`config.mk`:
```
export PLATFORM = sky130hd
export DESIGN_NAME = brac_out_q
export DESIGN_NICKNAME = d
export VERILOG_FILES = /design/src/hdl/brac_pkg.sv /design/src/hdl/brac_out_q.sv
export SDC_FILE = /design/constraint.sdc
export NUM_CORES = 1
export LEC_CHECK = 0
export ABC_AREA = 1
export BUFFER_PORTS_ARGS = -buffer_cell sky130_fd_sc_hd__buf_2
export CAP_MARGIN = 30
export CORE_MARGIN = 2
export CORE_UTILIZATION = 61
export DETAILED_ROUTE_END_ITERATION = 7
export PLACE_DENSITY_LB_ADDON = 0.15
export SETUP_SLACK_MARGIN = 0.05
export SLEW_MARGIN = 15
export SYNTH_ARGS = -nofsm -noshare
export SYNTH_HDL_FRONTEND = slang
export SYNTH_SLANG_ARGS = --single-unit
export TNS_END_PERCENT = 20
```
`constraint.sdc`:
```
create_clock -name clk -period 3.05 [get_ports clk]
set_input_delay 0 -clock clk [delete_from_list [all_inputs] [get_ports clk]]
set_output_delay 0 -clock clk [all_outputs]
set_load 0.05 [all_outputs]
```
`src/hdl/brac_pkg.sv`:
```
// Package of the byte ring: widths, codes, queue depths and item structs.
// Used by every module of the block; depends on nothing.
`timescale 1ns / 1ps

package brac_pkg;

  localparam int RING_DEPTH_DEF   = 1024;
  localparam int MAX_READ_RUN_DEF = 64;
  localparam int CQ_DEPTH         = 2;
  localparam int OQ_DEPTH         = 4;

  localparam int LEN_W  = 11;
  localparam int BYTE_W = 8;
  localparam int RUN_W  = 7;

  typedef enum logic [1:0] {
    OP_WRITE = 2'd0,
    OP_DONE  = 2'd1,
    OP_READ  = 2'd2
  } op_t;

  typedef enum logic [1:0] {
    KIND_STATUS = 2'd0,
    KIND_DATA   = 2'd1,
    KIND_EMPTY  = 2'd2
  } kind_t;

  typedef enum logic [1:0] {
    ST_IDLE = 2'b01,
    ST_RUN  = 2'b10
  } state_t;

  typedef struct packed {
    logic              legal;
    op_t               op;
    logic [BYTE_W-1:0] data;
    logic              first;
    logic              last;
    logic [LEN_W-1:0]  len;
    logic [RUN_W-1:0]  run_max;
  } cmd_t;

  typedef struct packed {
    kind_t             kind;
    logic              status;
    logic [BYTE_W-1:0] rbyte;
    logic              last;
    logic [LEN_W-1:0]  held;
    logic              done;
  } res_t;

endpackage

```
`src/hdl/brac_out_q.sv`:
```
// Result queue of the byte ring: holds finished result items until popped
// and tells the back end whether another result may be started.
// Depends on brac_pkg.
`timescale 1ns / 1ps

module brac_out_q import brac_pkg::*; (
  input  logic clk,
  input  logic rst_n,
  input  logic push,
  input  res_t din,
  output logic room,
  input  logic pop,
  output logic empty,
  output res_t dout
);

  localparam int PW = (OQ_DEPTH > 1) ? $clog2(OQ_DEPTH) : 1;
  localparam int CW = $clog2(OQ_DEPTH + 1);

  res_t          q_r [OQ_DEPTH];
  logic [PW-1:0] wr_ptr_r, wr_ptr_nxt;
  logic [PW-1:0] rd_ptr_r, rd_ptr_nxt;
  logic [CW-1:0] cnt_r, cnt_nxt;
  logic [CW:0]   fill;
  logic          pop_ok;

  assign empty  = (cnt_r == '0);
  assign pop_ok = pop && !empty;
  assign dout   = q_r[rd_ptr_r];
  assign fill   = {1'b0, cnt_r} + (CW + 1)'(push);
  assign room   = (fill < (CW + 1)'(OQ_DEPTH));

  always_comb begin
    wr_ptr_nxt = wr_ptr_r;
    rd_ptr_nxt = rd_ptr_r;
    if (push) begin
      wr_ptr_nxt = (wr_ptr_r == PW'(OQ_DEPTH - 1)) ? '0 : wr_ptr_r + 1'b1;
    end
    if (pop_ok) begin
      rd_ptr_nxt = (rd_ptr_r == PW'(OQ_DEPTH - 1)) ? '0 : rd_ptr_r + 1'b1;
    end
    cnt_nxt = cnt_r + CW'(push) - CW'(pop_ok);
  end

  always_ff @(posedge clk) begin
    if (!rst_n) begin
      wr_ptr_r <= '0;
      rd_ptr_r <= '0;
      cnt_r    <= '0;
    end else begin
      wr_ptr_r <= wr_ptr_nxt;
      rd_ptr_r <= rd_ptr_nxt;
      cnt_r    <= cnt_nxt;
    end
  end

  always_ff @(posedge clk) begin
    if (push) begin
      q_r[wr_ptr_r] <= din;
    end
  end

endmodule

```
## Word level (Yosys, flattened, before mapping)

Memories as Yosys holds them, arrays and structs flattened. A register that Yosys moved wholly into a read port is not among the register bits.
Cells that the tools add are included.

- Register bits: 7
- Memory bits (writable): 96
- Input port bits: 28
- Output and inout port bits: 26
- Logic and storage cells: 21
- Memories: 1

- Add/sub/neg operators: 5
- $lt $le $gt $ge: 1
- Equality and inequality tests: 2
- Muxes and demuxes: 6
- Reductions and logical operators: 3

Memory list:

| memory | depth | bits a word | read ports | clocked after memory_dff | wr ports | line | source |
|---|---|---|---|---|---|---|---|
| q_r | 4 | 24 | 1 | 1 | 1 | brac_out_q.sv:20 | `res_t q_r [OQ_DEPTH];` |

Operators by type and width:

| kind | count |
|---|---|
| 2-to-1 mux 2 bit | 4 |
| adder 2 x 1 -> 2 bit (second input constant) | 2 |
| adder 3 x 1 -> 4 bit | 1 |
| equality test 2 bit (second input constant) | 2 |
| less-than comparator 4 x 3 -> 1 bit (second input constant) | 1 |
| adder 3 x 1 -> 3 bit | 1 |
| zero test 3 bit | 1 |
| subtractor 3 x 1 -> 3 bit | 1 |
| 2-to-1 mux 1 bit | 2 |
| logical AND 1 bit | 1 |
| zero test 1 bit | 1 |

## Depth between registers and ports, before layout

- Depth after elaboration: 5
- Depth in mapped cells: 10
- Depth with buffers taken out: 10

## Worst setup path after synthesis

OpenSTA, ideal clock, no wires.

- Path type: register to register
- Start: reg cnt_r[1]
- End: reg cnt_r[2]
- Library setup time: 0.119 ns
- Arrival time: 1.985 ns
- Required time: 2.931 ns
- Path slack: 0.945 ns
- Stages on the path, launching flop included: 11
- Path buffers: 0
- Clock period less this slack: 2.105 ns
- Cell sequence: dfxtp_1 nor2_1 nand2_1 inv_1 nor2_1 ha_1 inv_1 ha_1 fa_1 o21ai_0 a21oi_1

- Longest elaborated chain between the ends: 4
- Elaborated cells on any way between the ends: 5
- Classes of those cells: add/sub: 2; reduce/logical: 3

RTL lines:

| item | line | source |
|---|---|---|
| from (decl) | brac_out_q.sv:23 | `logic [CW-1:0] cnt_r, cnt_nxt;` |
| from (signal assigned) | brac_out_q.sv:53 | `cnt_r <= cnt_nxt;` |
| zero test 3 bit | brac_out_q.sv:27 | `assign empty = (cnt_r == '0);` |
| via empty | brac_out_q.sv:13 | `output logic empty,` |
| zero test 1 bit | brac_out_q.sv:28 | `assign pop_ok = pop && !empty;` |
| logical AND 1 bit | brac_out_q.sv:28 |  |
| subtractor 3 x 1 -> 3 bit | brac_out_q.sv:42 | `cnt_nxt = cnt_r + CW'(push) - CW'(pop_ok);` |

The timed path passes the listed nets, and every way through them passes these cells.
A chain may end at the register's enable or synchronous reset.

==> impl_metrics.csv <==
group,metric,value,unit
run_status,status,"completed",
floorplanning,rows,30,
clock_tree,h-tree-depth,3,
floorplanning,die_h,87.3,um
setup_path,path_cells,"buf_4 -> inv_2 -> o21ai_1 -> o22ai_1 -> buf_2",
cells_and_area,antennaDiodeCount,0,
sta,setup_tns,0,ps
cells_and_area,drive_gt1_frac,0.302,
sta,drv_slew,0,
clock_tree,cts_buffer_depth,2,
floorplanning,start_util,0.627,
clock_tree,cts.repair.resized,0,
detailed_routing,num_vias,2532,
setup_path,required,3050,ps
logic_synthesis,synth_area_per_cell,14.1,sq um
global_routing,grt_pass1_vias,2454,
power,p_per_area,822,nW/um^2
floorplanning,die_area,7630,sq um
detailed_routing,drtIter0Drc,191,
sta,final.setup_skew,10.5,ps
logic_synthesis,ys_ff_latch,105,
clock_tree,cts_setup_buffers,0,
setup_path,cp-end-kind,"output port",
logic_synthesis,netlist.area_leader.share,0.680,
detailed_routing,wl_per_cell,15.5,um
cells_and_area,fillers,454,
sta,period_minus_slack,2080,ps
min_path,hp-class,"in2reg",
setup_path,crit_type,"reg2out",
logic_synthesis,syn_nets,337,
floorplanning,io-pin-count,54,
setup_path,crit_family,"buffers and inverters",
placement,port_buffers,53,
setup_path,reg2reg_from,"cnt_r[1]$_SDFF_PN0_",
min_path,hp-start,"push",
sta,setup_viol,0,
logic_synthesis,synthFlopType,"edfxtp_1",
floorplanning,coreArea,6760,sq um
placement,place_hpwl,4.17,mm
setup_path,arrival,2080,ps
logic_synthesis,synth_area_leader_cell,"edfxtp_1",
clock_tree,root_buffer,"clkbuf_8",
global_routing,grt_usage,0.205,
power,power,4140,uW
setup_path,worstPathBufferInverterCount,3,
detailed_routing,drt_wl_total,7.25,mm
logic_synthesis,synth_cell_type_count,21,
sta,rsz0062_at_grt,"false",
logic_synthesis,synth_edf_count,96,
power,power.leakage,0.00190,uW
setup_path,crit_path_start_kind,"register",
setup_path,r2r_end,"cnt_r[2]$_SDFF_PN0_",
cells_and_area,final_nets,420,
sta,fmax,480,MHz
setup_path,crit_slowest_cell,"dfxtp_1",
detailed_routing,dr.pass1.iters,4,
logic_synthesis,synth-seq-area-share,0.723,
setup_path,r2r_setup_slack,1110,ps
clock_tree,path_clk_slew,90,ps
clock_tree,cts_sinks,105,
detailed_routing,ant_nets,0,
power,irDropWorstVdd,0.000583,V
setup_path,cp_max_fo,24,
logic_synthesis,yosysMostFrequentCell,"edfxtp_1",
logic_synthesis,async_flop_share,0,
logic_synthesis,yosys_warnings,0,
min_path,min_path_cells,3,
placement,place_congestion,0.702,
sta,finalHoldViolCount,0,
global_routing,antenna_found_initial,0,
logic_synthesis,synthCells,300,
setup_path,max_stage_delay,460,ps
clock_tree,cts_tree,"yes",
cells_and_area,area_delta_synth_final,19.0,%
sta,relSlewSlack,0.643,
logic_synthesis,synth_common_cells,"96 x edfxtp_1, 46 x o21ai_0, 35 x nor2_1",
logic_synthesis,syn_area,4240,sq um
sta,finalCritPeriodShare,0.682,
detailed_routing,drcViolationCount,0,
min_path,min_to,"wr_ptr_r[1]$_SDFFE_PN0P_",
sta,tightest_slew,534,ps
floorplanning,die_width,87.3,um
global_routing,grt_max_degree,49,
global_routing,grt_overflow,0,
setup_path,r2r_cells,10,
job,maxCapViolCount,0,
clock_tree,cts_made_buffers,9,
logic_synthesis,synth_area_leaders,"edfxtp_1 68%, o22ai_2 5.9%, o21ai_0 5.4%, dfxtp_1 4.3%, nor2_1 3.1%",
detailed_routing,routed_via_density,5.41,
clock_tree,insertion_delay,360,ps
global_routing,grt_pass1_wl,11.6,mm
==> metal layers <==
| metal | part of all wire | GRT usage |
|---|---|---|
| met2 | 0.51 | 0.341 |
| met4 | 0.014 | 0.0783 |
| met5 | 0 | 0 |
| met1 | 0.43 | 0.265 |
| met3 | 0.044 | 0.0474 |
==> how the worst max path moves through the flow <==
stage | cells past startpoint | slack (ps) | startpoint | end
finish | 5 | 970 | register | dout[11]
global route | 5 | 790 | register | dout[11]
CTS | 4 | 880 | register | dout[5]
detailed placement | 10 | 1150 | cnt_r[1]$_SDFF_PN0_ | cnt_r[2]$_SDFF_PN0_
global placement | 10 | 1220 | cnt_r[1]$_SDFF_PN0_ | cnt_r[2]$_SDFF_PN0_
floorplan | 10 | 950 | cnt_r[1]$_SDFF_PN0_ | cnt_r[2]$_SDFF_PN0_
==> where the power goes <==
group	switching (uW)	total [uW]	internal (uW)
clock	440	822	383
sequential	53.5	1720	1670
combinational	1170	1600	430
==> placed cells by master (no fill, tap or decap), drive strengths merged <==
master	Yosys	layout
a21oi	4	4
dfxtp	9	9
nand2	11	11
clkbuf	1	10
clkinv	0	3
inv	22	23
nor2	55	55
o22ai	25	25
nand3b	1	1
fa	1	1
buf	13	60
edfxtp	96	96
ha	8	8
bufinv	0	1
xor2	1	1
clkinvlp	0	1
o21ai	51	51
dlygate4sd3	0	26
nand3	2	2
==> worst register-to-register path, cell delays in order, from the launching register on <==
cell and delay, ps:
dfxtp_1 350, nor2_1 120, nand2_1 110, inv_1 90, nor2_1 40, ha_1 270
inv_1 50, ha_1 190, fa_1 380, o21ai_0 170, a21oi_1 60
==> what timing repair did <==
item | 4_1_cts | 5_1_grt
hold buffers | 26 | 0
endpoints found under the setup margin | 0 | 0
endpoints found under the hold margin | 105 | 0
==> state kept, by name, summed over array words and instances (netlist names), named ones only <==
signal    flops
cnt_r         3
wr_ptr_r      2
q_r          96
rd_ptr_r      2
==> through the flow <==
stage	instances	worst slack [ps]	hold WS [ps]	instance area, sq um	utilization
after floorplan	300	945	93.5	4240	-
after global placement	425	1220	212	4560	0.675
after detailed placement	425	1150	215	4560	0.675
after CTS	467	880	4.34	5010	0.742
after global routing	468	793	49.1	5040	0.746
final	468	968	28.9	5040	0.746
==> cell type report <==
| type | count | area (sq um) | share of cell area |
|---|---|---|---|
| Clock buffer | 10 | 128 | 0.0253 |
| Timing Repair Buffer | 86 | 598 | 0.119 |
| Sequential cell | 105 | 3060 | 0.608 |
| Inverter | 22 | 82.6 | 0.0164 |
| Tap cell | 80 | 100 | 0.0199 |
| Clock inverter | 6 | 67.6 | 0.0134 |
| Multi-Input combinational cell | 159 | 1000 | 0.199 |
==> logic make-up after synthesis <==
family	after synthesis	share of synthesized area
flip-flops	105	0.723
AO/OA/AOI/OAI	80	0.131
AND/OR/NAND/NOR	69	0.0744
buffers and inverters	36	0.0408
adder cells (fa/ha/maj)	9	0.0284
XOR/XNOR	1	0.00207
Power figures use the tool's default switching activity.
