<file path="config.mk">
export PLATFORM = sky130hd
export DESIGN_NAME = brac_front
export DESIGN_NICKNAME = d
export VERILOG_FILES = /design/src/hdl/brac_pkg.sv /design/src/hdl/brac_front.sv
export SDC_FILE = /design/constraint.sdc
export NUM_CORES = 1
export LEC_CHECK = 0
export ABC_AREA = 1
export BUFFER_PORTS_ARGS = -buffer_cell sky130_fd_sc_hd__clkbuf_2
export CELL_PAD_IN_SITES_DETAIL_PLACEMENT = 1
export CELL_PAD_IN_SITES_GLOBAL_PLACEMENT = 1
export CORE_ASPECT_RATIO = 1.75
export CORE_UTILIZATION = 30
export CTS_BUF_LIST = sky130_fd_sc_hd__clkbuf_8 sky130_fd_sc_hd__clkbuf_16
export DETAILED_ROUTE_END_ITERATION = 10
export PLACE_DENSITY_LB_ADDON = 0.1
export SETUP_SLACK_MARGIN = 0.2
export SYNTH_ARGS = -nofsm -noshare
export SYNTH_HDL_FRONTEND = slang
export SYNTH_SLANG_ARGS = --single-unit
</file>
<file path="constraint.sdc">
create_clock -name clk -period 5.45 [get_ports clk]
set_input_delay 0.545 -clock clk [delete_from_list [all_inputs] [get_ports clk]]
set_output_delay 0.545 -clock clk [all_outputs]
set_load 0.01 [all_outputs]
</file>
<file path="src/hdl/brac_pkg.sv">
// Package of the byte ring: widths, codes, queue depths and item structs.
// Used by every module of the block; depends on nothing.
`timescale 1ns / 1ps

package brac_pkg;

  localparam int RING_DEPTH_DEF   = 1024;
  localparam int MAX_READ_RUN_DEF = 64;
  localparam int CQ_DEPTH         = 2;
  localparam int OQ_DEPTH         = 4;

  localparam int LEN_W  = 11;
  localparam int BYTE_W = 8;
  localparam int RUN_W  = 7;

  typedef enum logic [1:0] {
    OP_WRITE = 2'd0,
    OP_DONE  = 2'd1,
    OP_READ  = 2'd2
  } op_t;

  typedef enum logic [1:0] {
    KIND_STATUS = 2'd0,
    KIND_DATA   = 2'd1,
    KIND_EMPTY  = 2'd2
  } kind_t;

  typedef enum logic [1:0] {
    ST_IDLE = 2'b01,
    ST_RUN  = 2'b10
  } state_t;

  typedef struct packed {
    logic              legal;
    op_t               op;
    logic [BYTE_W-1:0] data;
    logic              first;
    logic              last;
    logic [LEN_W-1:0]  len;
    logic [RUN_W-1:0]  run_max;
  } cmd_t;

  typedef struct packed {
    kind_t             kind;
    logic              status;
    logic [BYTE_W-1:0] rbyte;
    logic              last;
    logic [LEN_W-1:0]  held;
    logic              done;
  } res_t;

endpackage

</file>
<file path="src/hdl/brac_front.sv">
// Front end of the byte ring: accepts input items, decodes them into commands
// and holds them in a short command queue. Depends on brac_pkg.
`timescale 1ns / 1ps

module brac_front import brac_pkg::*; #(
  parameter int MAX_READ_RUN = MAX_READ_RUN_DEF
) (
  input  logic              clk,
  input  logic              rst_n,
  input  logic              in_push,
  output logic              in_full,
  input  logic [1:0]        in_operation,
  input  logic [BYTE_W-1:0] in_data_byte,
  input  logic              in_first_of_payload,
  input  logic              in_last_of_payload,
  input  logic [LEN_W-1:0]  in_payload_length,
  input  logic [RUN_W-1:0]  in_max_count,
  output cmd_t              cmd,
  output logic              cmd_valid,
  input  logic              cmd_take
);

  localparam int PW = (CQ_DEPTH > 1) ? $clog2(CQ_DEPTH) : 1;
  localparam int CW = $clog2(CQ_DEPTH + 1);
  localparam logic [RUN_W-1:0] RUN_CAP = RUN_W'(MAX_READ_RUN);

  cmd_t          q_r [CQ_DEPTH];
  logic [PW-1:0] wr_ptr_r, wr_ptr_nxt;
  logic [PW-1:0] rd_ptr_r, rd_ptr_nxt;
  logic [CW-1:0] cnt_r, cnt_nxt;
  cmd_t          dec;
  logic          push_ok;
  logic          pop_ok;

  always_comb begin
    dec.data    = in_data_byte;
    dec.first   = in_first_of_payload;
    dec.last    = in_last_of_payload;
    dec.len     = in_payload_length;
    dec.run_max = (in_max_count > RUN_CAP) ? RUN_CAP : in_max_count;
    dec.op      = op_t'(in_operation);
    case (in_operation)
      OP_WRITE, OP_DONE, OP_READ: begin
        dec.legal = 1'b1;
      end
      default: begin
        dec.legal = 1'b0;
      end
    endcase
  end

  assign in_full   = (cnt_r == CW'(CQ_DEPTH));
  assign push_ok   = in_push && !in_full;
  assign cmd_valid = (cnt_r != '0);
  assign pop_ok    = cmd_take && cmd_valid;
  assign cmd       = q_r[rd_ptr_r];

  always_comb begin
    wr_ptr_nxt = wr_ptr_r;
    rd_ptr_nxt = rd_ptr_r;
    if (push_ok) begin
      wr_ptr_nxt = (wr_ptr_r == PW'(CQ_DEPTH - 1)) ? '0 : wr_ptr_r + 1'b1;
    end
    if (pop_ok) begin
      rd_ptr_nxt = (rd_ptr_r == PW'(CQ_DEPTH - 1)) ? '0 : rd_ptr_r + 1'b1;
    end
    cnt_nxt = cnt_r + CW'(push_ok) - CW'(pop_ok);
  end

  always_ff @(posedge clk) begin
    if (!rst_n) begin
      wr_ptr_r <= '0;
      rd_ptr_r <= '0;
      cnt_r    <= '0;
    end else begin
      wr_ptr_r <= wr_ptr_nxt;
      rd_ptr_r <= rd_ptr_nxt;
      cnt_r    <= cnt_nxt;
    end
  end

  always_ff @(posedge clk) begin
    if (push_ok) begin
      q_r[wr_ptr_r] <= dec;
    end
  end

endmodule

</file>
Word-level counts from Yosys, hierarchy flattened
Memories as Yosys holds them, arrays and structs flattened. A register that Yosys moved wholly into a read port is not among the register bits.
Cells that the tools add are included.
{ "word_totals": {"n_memories": 1, "output_inout_bits": 33, "ff_bits": 4, "mem_bits_rw": 62, "wordCells": 26} }
{ "classes": {"n_addsub": 4, "magnitude_cmp": 1, "n_reduce_logical": 6, "n_mux": 8, "eq_ne": 3} }
{ "mem_list": {"columns": ["memory", "words", "width", "rd", "rd_ports_with_merged_regs", "wr", "line_no", "rtl"], "rows": [
  ["q_r", 2, 31, 1, 1, 1, "brac_front.sv:27", "cmd_t q_r [CQ_DEPTH];"]
]} }
{ "op_table": {"columns": ["cell", "n"], "rows": [
  ["greater-than comparator 7 bit (second input constant)", 1],
  ["2-to-1 mux 1 bit", 7],
  ["2-to-1 mux 7 bit", 1],
  ["== test 2 bit (second input constant)", 2],
  ["OR reduction 3 bit", 1],
  ["adder 1 bit (second input constant)", 2],
  ["adder 2 x 1 -> 2 bit", 1],
  ["== test 2 x 1 -> 1 bit (second input constant)", 1],
  ["logical AND 1 bit", 2],
  ["zero test 2 bit", 1],
  ["nonzero test 2 bit", 1],
  ["subtractor 2 x 1 -> 2 bit", 1],
  ["zero test 1 bit", 1]
]} }

Logic depth before layout (Yosys ltp)
Gate-level depths: netlist of the first run.
{ "logic_depth": {"word_depth": 5, "depth_mapped": 11, "ltp_nobuf": 11} }

Worst setup path before layout of the first run
No wires, ideal clock.
{ "synth_path": {"kind": "input to register", "start": "in in_push", "end": "mem q_r[0][0] (netlist name), enable pin", "n_path_buf": 0, "arrival_time_ns": 1.926, "cell_stages": 2, "setup_time_ns": 0.419, "slack_ns": 3.105, "cell_sequence": "nand2_1 -> nor2_1"} }
{ "synth_via": {"elab_chain_len": 3} }
{ "synth_lines": {"columns": ["item", "line_no", "rtl"], "rows": [
  ["start: declaration", "brac_front.sv:10", "input logic in_push,"],
  ["logical AND 1 bit", "brac_front.sv:53", "assign push_ok = in_push && !in_full;"],
  ["2-to-1 mux 1 bit", "brac_front.sv:83", "if (push_ok) begin"],
  ["2-to-1 mux 1 bit (implied by the code)", "brac_front.sv:84", "q_r[wr_ptr_r] <= dec;"],
  ["end: declaration", "brac_front.sv:27", null]
]} }
No other way between the ends.

==> results of run 1 <==
state kept, by name, indices dropped and copies added (netlist names), named ones only:
signal    flops
cnt_r         2
q_r          62
rd_ptr_r      1
wr_ptr_r      1
layout make-up:
type                    instances  share of cell area, %
clock buffers                   9                   6.68
inverters                      15                   1.67
multi-input cells              66                   15.4
flip-flops and latches         67                   58.2
repair buffers                 68                   10.2
clock inverters                 7                   3.45
well taps                     115                   4.27
layout by cell type (no fill, tap or decap), drive strengths merged, types with 3 or more instances in the layout:
cell and instances:
mux2 31, dfxtp 5, nand3 4, bufinv 3, inv 15, edfxtp 62
a21oi 8, nor2 11, clkbuf 75, nand2 10, clkinv 4
power breakdown:
| group | total [mW] | switching [mW] | internal, mW |
|---|---|---|---|
| clock | 0.652 | 0.207 | 0.445 |
| combinational | 0.348 | 0.190 | 0.157 |
| sequential | 0.692 | 0.0359 | 0.656 |
| total | 1.69 | 0.433 | 1.26 |
worst max-delay path: stages, from the launching register on:
cell	delay (ns)
dfxtp_1	0.81
buf_4	0.36
mux2_2	0.37
clkbuf_2	0.13
logic make-up after synthesis:
logic type / after synthesis
adder cells (fa/ha/maj): 2
multiplexers: 31
buffers and inverters: 19
AO/OA/AOI/OAI: 8
flip-flops: 67
AND/OR/NAND/NOR: 25
path summary, 6_finish.rpt:
path	end	slack, ns	from	depth (start not counted)
max	cmd[2]	2.90	register	3
min	q_r[1][18]$_DFFE_PP_	0.41	in_last_of_payload	1
max reg2reg	q_r[0][0]$_DFFE_PP_	3.64	cnt_r[0]$_SDFF_PN0_	4
min reg2reg	register	0.52	rd_ptr_r$_SDFFE_PN0P_	2
layer usage:
layer  up-vias  wire, um  GRT usage [%]
met3         9       254           3.40
li1        699         -              -
met2        49      2530           20.0
met1       682      1970           13.2
met5         -         0              0
met4         0       106           6.92
==> impl_metrics.csv, run 1 <==
group,metric,value,unit
floorplan,start_util,30.9,%
setup_path,critPathKind,"reg -> out",
setup_path,critPathArrivalTime,2.00,ns
synth,synth_nets,188,
floorplan,die_height,124,um
cells_and_area,fill_cells,871,
placement,place_ws,3.16,ns
clocking,root_buffer,"clkbuf_16",
global_routing,grt_max_degree,32,
synth,synth_xor_area_share,0,%
setup_path,required,4.91,ns
clocking,clock_latency,0.32,ns
synth,synth.distinct_cells,11,
cells_and_area,multi_input_area,520,um^2
detailed_routing,ant_nets,0,
synth,synth_top_family_by_area,"multiplexers",
sta,rsz0062_at_grt,"no",
clocking,tritoncts,"built",
clocking,clock-sinks,67,
synth,synth.cell_area,2570,um^2
detailed_routing,drt-initial-drc-count,53,
power_and_ir_drop,p_leak,1.35,nW
sta,finalCritPeriodShare,46.8,%
sta,period_needed,2.55,ns
synth,synthCells,152,
synth,synth_ff_type,"edfxtp_1",
synth,synth_edf_count,62,
setup_path,crit_fanout,17,
synth,yosys_warnings,0,
cells_and_area,drive_above_1_share,49.6,%
setup_path,cp-end-kind,"primary output",
power_and_ir_drop,power,1.69,mW
synth,synth_commonest_cells,"edfxtp_1 (62), mux2_2 (31), inv_1 (15)",
synth,synth-seq-area-share,76.4,%
status,status,"completed",
setup_path,cp-start-kind,"register",
synth,synthSimpleGateAreaFrac,3.85,%
placement,dp_hpwl,3.34,mm
detailed_routing,drc_errors,0,
clocking,numCtsBuffers,9,
synth,muxShareOfSynthArea,13.6,%
synth,synth_fa_ha_area_share,0.974,%
clocking,clkTransAtPathRegs,0.06,ns
sta,finClkSkew,0.00395,ns
clocking,post_cts_resized,0,
sta,max_slew_margin,34.6,%
placement,gp_congestion,0.736,
hold_path,hold_class,"in -> reg",
global_routing,grt_pass1_vias,1624,
clocking,cts_buffer_depth,2,
sta,fmax,392,MHz
synth,syn_area_per_cell,16.9,um^2
power_and_ir_drop,vdd_ir_drop_max,0.243,mV
cells_and_area,seq_area,1960,um^2
placement,port_buffers,66,
detailed_routing,drtPass1Iterations,3,
cells_and_area,finalNonFillerCells,347,
global_routing,antenna_found_initial,0,
power_and_ir_drop,power.density,502,nW/um^2
detailed_routing,vias_per_cell,4.15,
clocking,cts_setup_buffers,0,
floorplan,dieWidth,72.0,um
sta,hold_violations,0,
sta,finalSetupViolations,0,
global_routing,grtUsageTotal,12.0,%
synth,synth-compound-area-share,1.56,%
detailed_routing,vias,1439,
placement,post-place-cells,331,
sta,whs,0.412,ns
clocking,cts_htree_levels,3,
flow_run,maxCapViolations,0,
synth,synth_top_area_share,72.5,%
floorplan,dieArea,8950,um^2
detailed_routing,wl_per_cell,14.0,um
floorplan,coreArea,8310,um^2
synth,yosysTopAreaCell,"edfxtp_1",
cells_and_area,areaGrowthSynthToFinish,31.2,%
floorplan,io_pins,67,
synth,ys_ff_latch,67,
placement,dpl_cell_area,3030,um^2
global_routing,overflow,0,
sta,finalMaxSlewViolations,0,
floorplan,num_rows,44,
synth,async_flop_share,0,%
global_routing,grt_pass1_wl,7.96,mm
cells_and_area,design_area,3370,um^2
synth,synth_area_leaders,"edfxtp_1 (72%), mux2_2 (14%), dfxtp_1 (3.9%)",
sta,fin_tns_setup,0,ns
cells_and_area,post-route-util,40.5,%
synth,yosysMostFrequentCell,"edfxtp_1",
detailed_routing,routed_wl,4.86,mm
cells_and_area,fin_nets,263,
sta,setup_ws,2.90,ns
cells_and_area,antenna_cells,0,
clocking,hold_buffers,0,
sta,tightest_slew,0.979,ns
Power figures use the tool's default switching activity.
==> run 2: changes to the inputs <==
==> constraint.sdc (replaced) <==
create_clock -name clk -period 2.58 [get_ports clk]
set_input_delay 0.258 -clock clk [delete_from_list [all_inputs] [get_ports clk]]
set_output_delay 0.258 -clock clk [all_outputs]
set_load 0.01 [all_outputs]
==> impl_metrics.csv, run 2 (synthesis gave the netlist of run 1 again) <==
group,metric,value,unit
power_and_ir_drop,vdd_ir_drop_max,0.374,mV
sta,hold_violations,0,
detailed_routing,vias_per_cell,4.25,
cells_and_area,fin_nets,264,
global_routing,grt_pass1_vias,1670,
sta,tightest_slew,0.452,ns
setup_path,critPathArrivalTime,1.69,ns
clocking,hold_buffers,0,
setup_path,reg2regPathDepth,10,
floorplan,dieWidth,72.0,um
floorplan,start_util,30.9,%
cells_and_area,areaGrowthSynthToFinish,28.3,%
power_and_ir_drop,power.density,989,nW/um^2
flow_run,maxCapViolations,0,
cells_and_area,fill_cells,868,
clocking,cts_setup_buffers,0,
hold_path,min_from,"in_payload_length[4]",
sta,finalMaxSlewViolations,0,
clocking,tritoncts,"built",
clocking,clock_latency,0.33,ns
sta,fin_tns_setup,0,ns
hold_path,hold_depth,1,
placement,gp_congestion,0.711,
sta,finalSetupViolations,0,
setup_path,cp-start-kind,"register",
global_routing,grt_pass1_wl,8.24,mm
floorplan,num_rows,44,
clocking,clock-sinks,67,
clocking,cts_buffer_depth,2,
sta,finalCritPeriodShare,75.7,%
detailed_routing,drt-initial-drc-count,37,
status,status,"completed",
clocking,root_buffer,"clkbuf_16",
setup_path,critical_path.slowest_cell,"dfxtp_1",
placement,port_buffers,66,
detailed_routing,wl_per_cell,14.7,um
setup_path,crit_path_max_incr_delay,0.45,ns
clocking,numCtsBuffers,9,
global_routing,grtUsageTotal,12.7,%
cells_and_area,top_register,"q_r",
clocking,post_cts_resized,0,
detailed_routing,vias,1478,
floorplan,coreArea,8310,um^2
floorplan,die_height,124,um
hold_path,hold_end,"q_r[0][11]$_DFFE_PP_",
detailed_routing,drtPass1Iterations,4,
floorplan,dieArea,8950,um^2
setup_path,crit_fanout,26,
setup_path,required,2.32,ns
global_routing,overflow,0,
cells_and_area,layout_commonest_cell,"clkbuf_2",
sta,fmax,512,MHz
detailed_routing,ant_nets,0,
hold_path,hold_class,"in -> reg",
cells_and_area,mostFrequentLayoutCells,"clkbuf_2 (66), edfxtp_1 (62), mux2_2 (31)",
sta,rsz0062_at_grt,"no",
setup_path,rr_endpoint,"cnt_r[1]$_SDFF_PN0_",
global_routing,antenna_found_initial,0,
setup_path,crit_chain,"buf_4, mux2_2, clkbuf_2",
setup_path,r2r_slack,0.94,ns
detailed_routing,routed_wl,5.12,mm
sta,finClkSkew,0.00694,ns
setup_path,r2r_start,"cnt_r[0]$_SDFF_PN0_",
cells_and_area,largest_register_ffs,62,
cells_and_area,drive_above_1_share,47.6,%
placement,dp_hpwl,3.53,mm
sta,whs,0.122,ns
clocking,clkTransAtPathRegs,0.05,ns
cells_and_area,antenna_cells,0,
global_routing,grt_max_degree,32,
sta,period_needed,1.95,ns
detailed_routing,drc_errors,0,
power_and_ir_drop,p_leak,1.33,nW
clocking,cts_htree_levels,3,
cells_and_area,top_regs,"q_r (62), cnt_r (2)",
setup_path,critPathKind,"reg -> out",
floorplan,io_pins,67,
setup_path,cp-end-kind,"primary output",
sta,max_slew_margin,69.9,%
-- run 2: worst max-delay path by stage --
stage	cells past startpoint	startpoint	slack, ns	to
floorplan	4	cnt_r[0]$_SDFF_PN0_	0.29	q_r[0][0]$_DFFE_PP_
global placement	3	register	0.95	cmd[0]
detailed placement	3	register	0.91	cmd[0]
CTS	3	register	0.55	cmd[0]
global route	3	register	0.52	cmd[0]
finish	3	register	0.63	cmd[0]
-- run 2: stage by stage --
step	total power [mW]	worst slack (ns)	area, um^2	cells	utilization, %
finish	3.26	0.627	3300	348	39.7
global route	3.44	0.517	3300	348	39.7
global placement	2.22	0.955	3040	332	36.5
CTS	3.33	0.549	3300	348	39.7
detailed placement	2.26	0.914	3040	332	36.5
floorplan	1.95	0.288	2570	152	-
-- run 2: power breakdown --
part,switching (mW),leakage [nW],total [mW],internal (mW)
logic,0.428,0.565,0.766,0.338
clock network,0.398,0.146,1.05,0.654
registers,0.0579,0.622,1.44,1.39
-- run 2: worst max-delay path: cells and delay by family (launching register included) --
family	cells	cell delay [ns]
flops	1	0.45
buf+inv	2	0.52
mux	1	0.39
-- run 2: routing by layer --
layer | track usage [%] | routed length [um]
met5 | 0 | 0
met4 | 7.96 | 134
met3 | 3.56 | 253
met2 | 21.4 | 2740
met1 | 13.6 | 2000
-- run 2: area by class of cell --
class / count / area, um^2 / area share, %
clock inverters: 6 / 22.5 / 0.683
repair buffers: 69 / 353 / 10.7
well taps: 115 / 144 / 4.36
flip-flops and latches: 67 / 1960 / 59.5
inverters: 15 / 56.3 / 1.71
clock buffers: 10 / 239 / 7.25
multi-input cells: 66 / 520 / 15.8
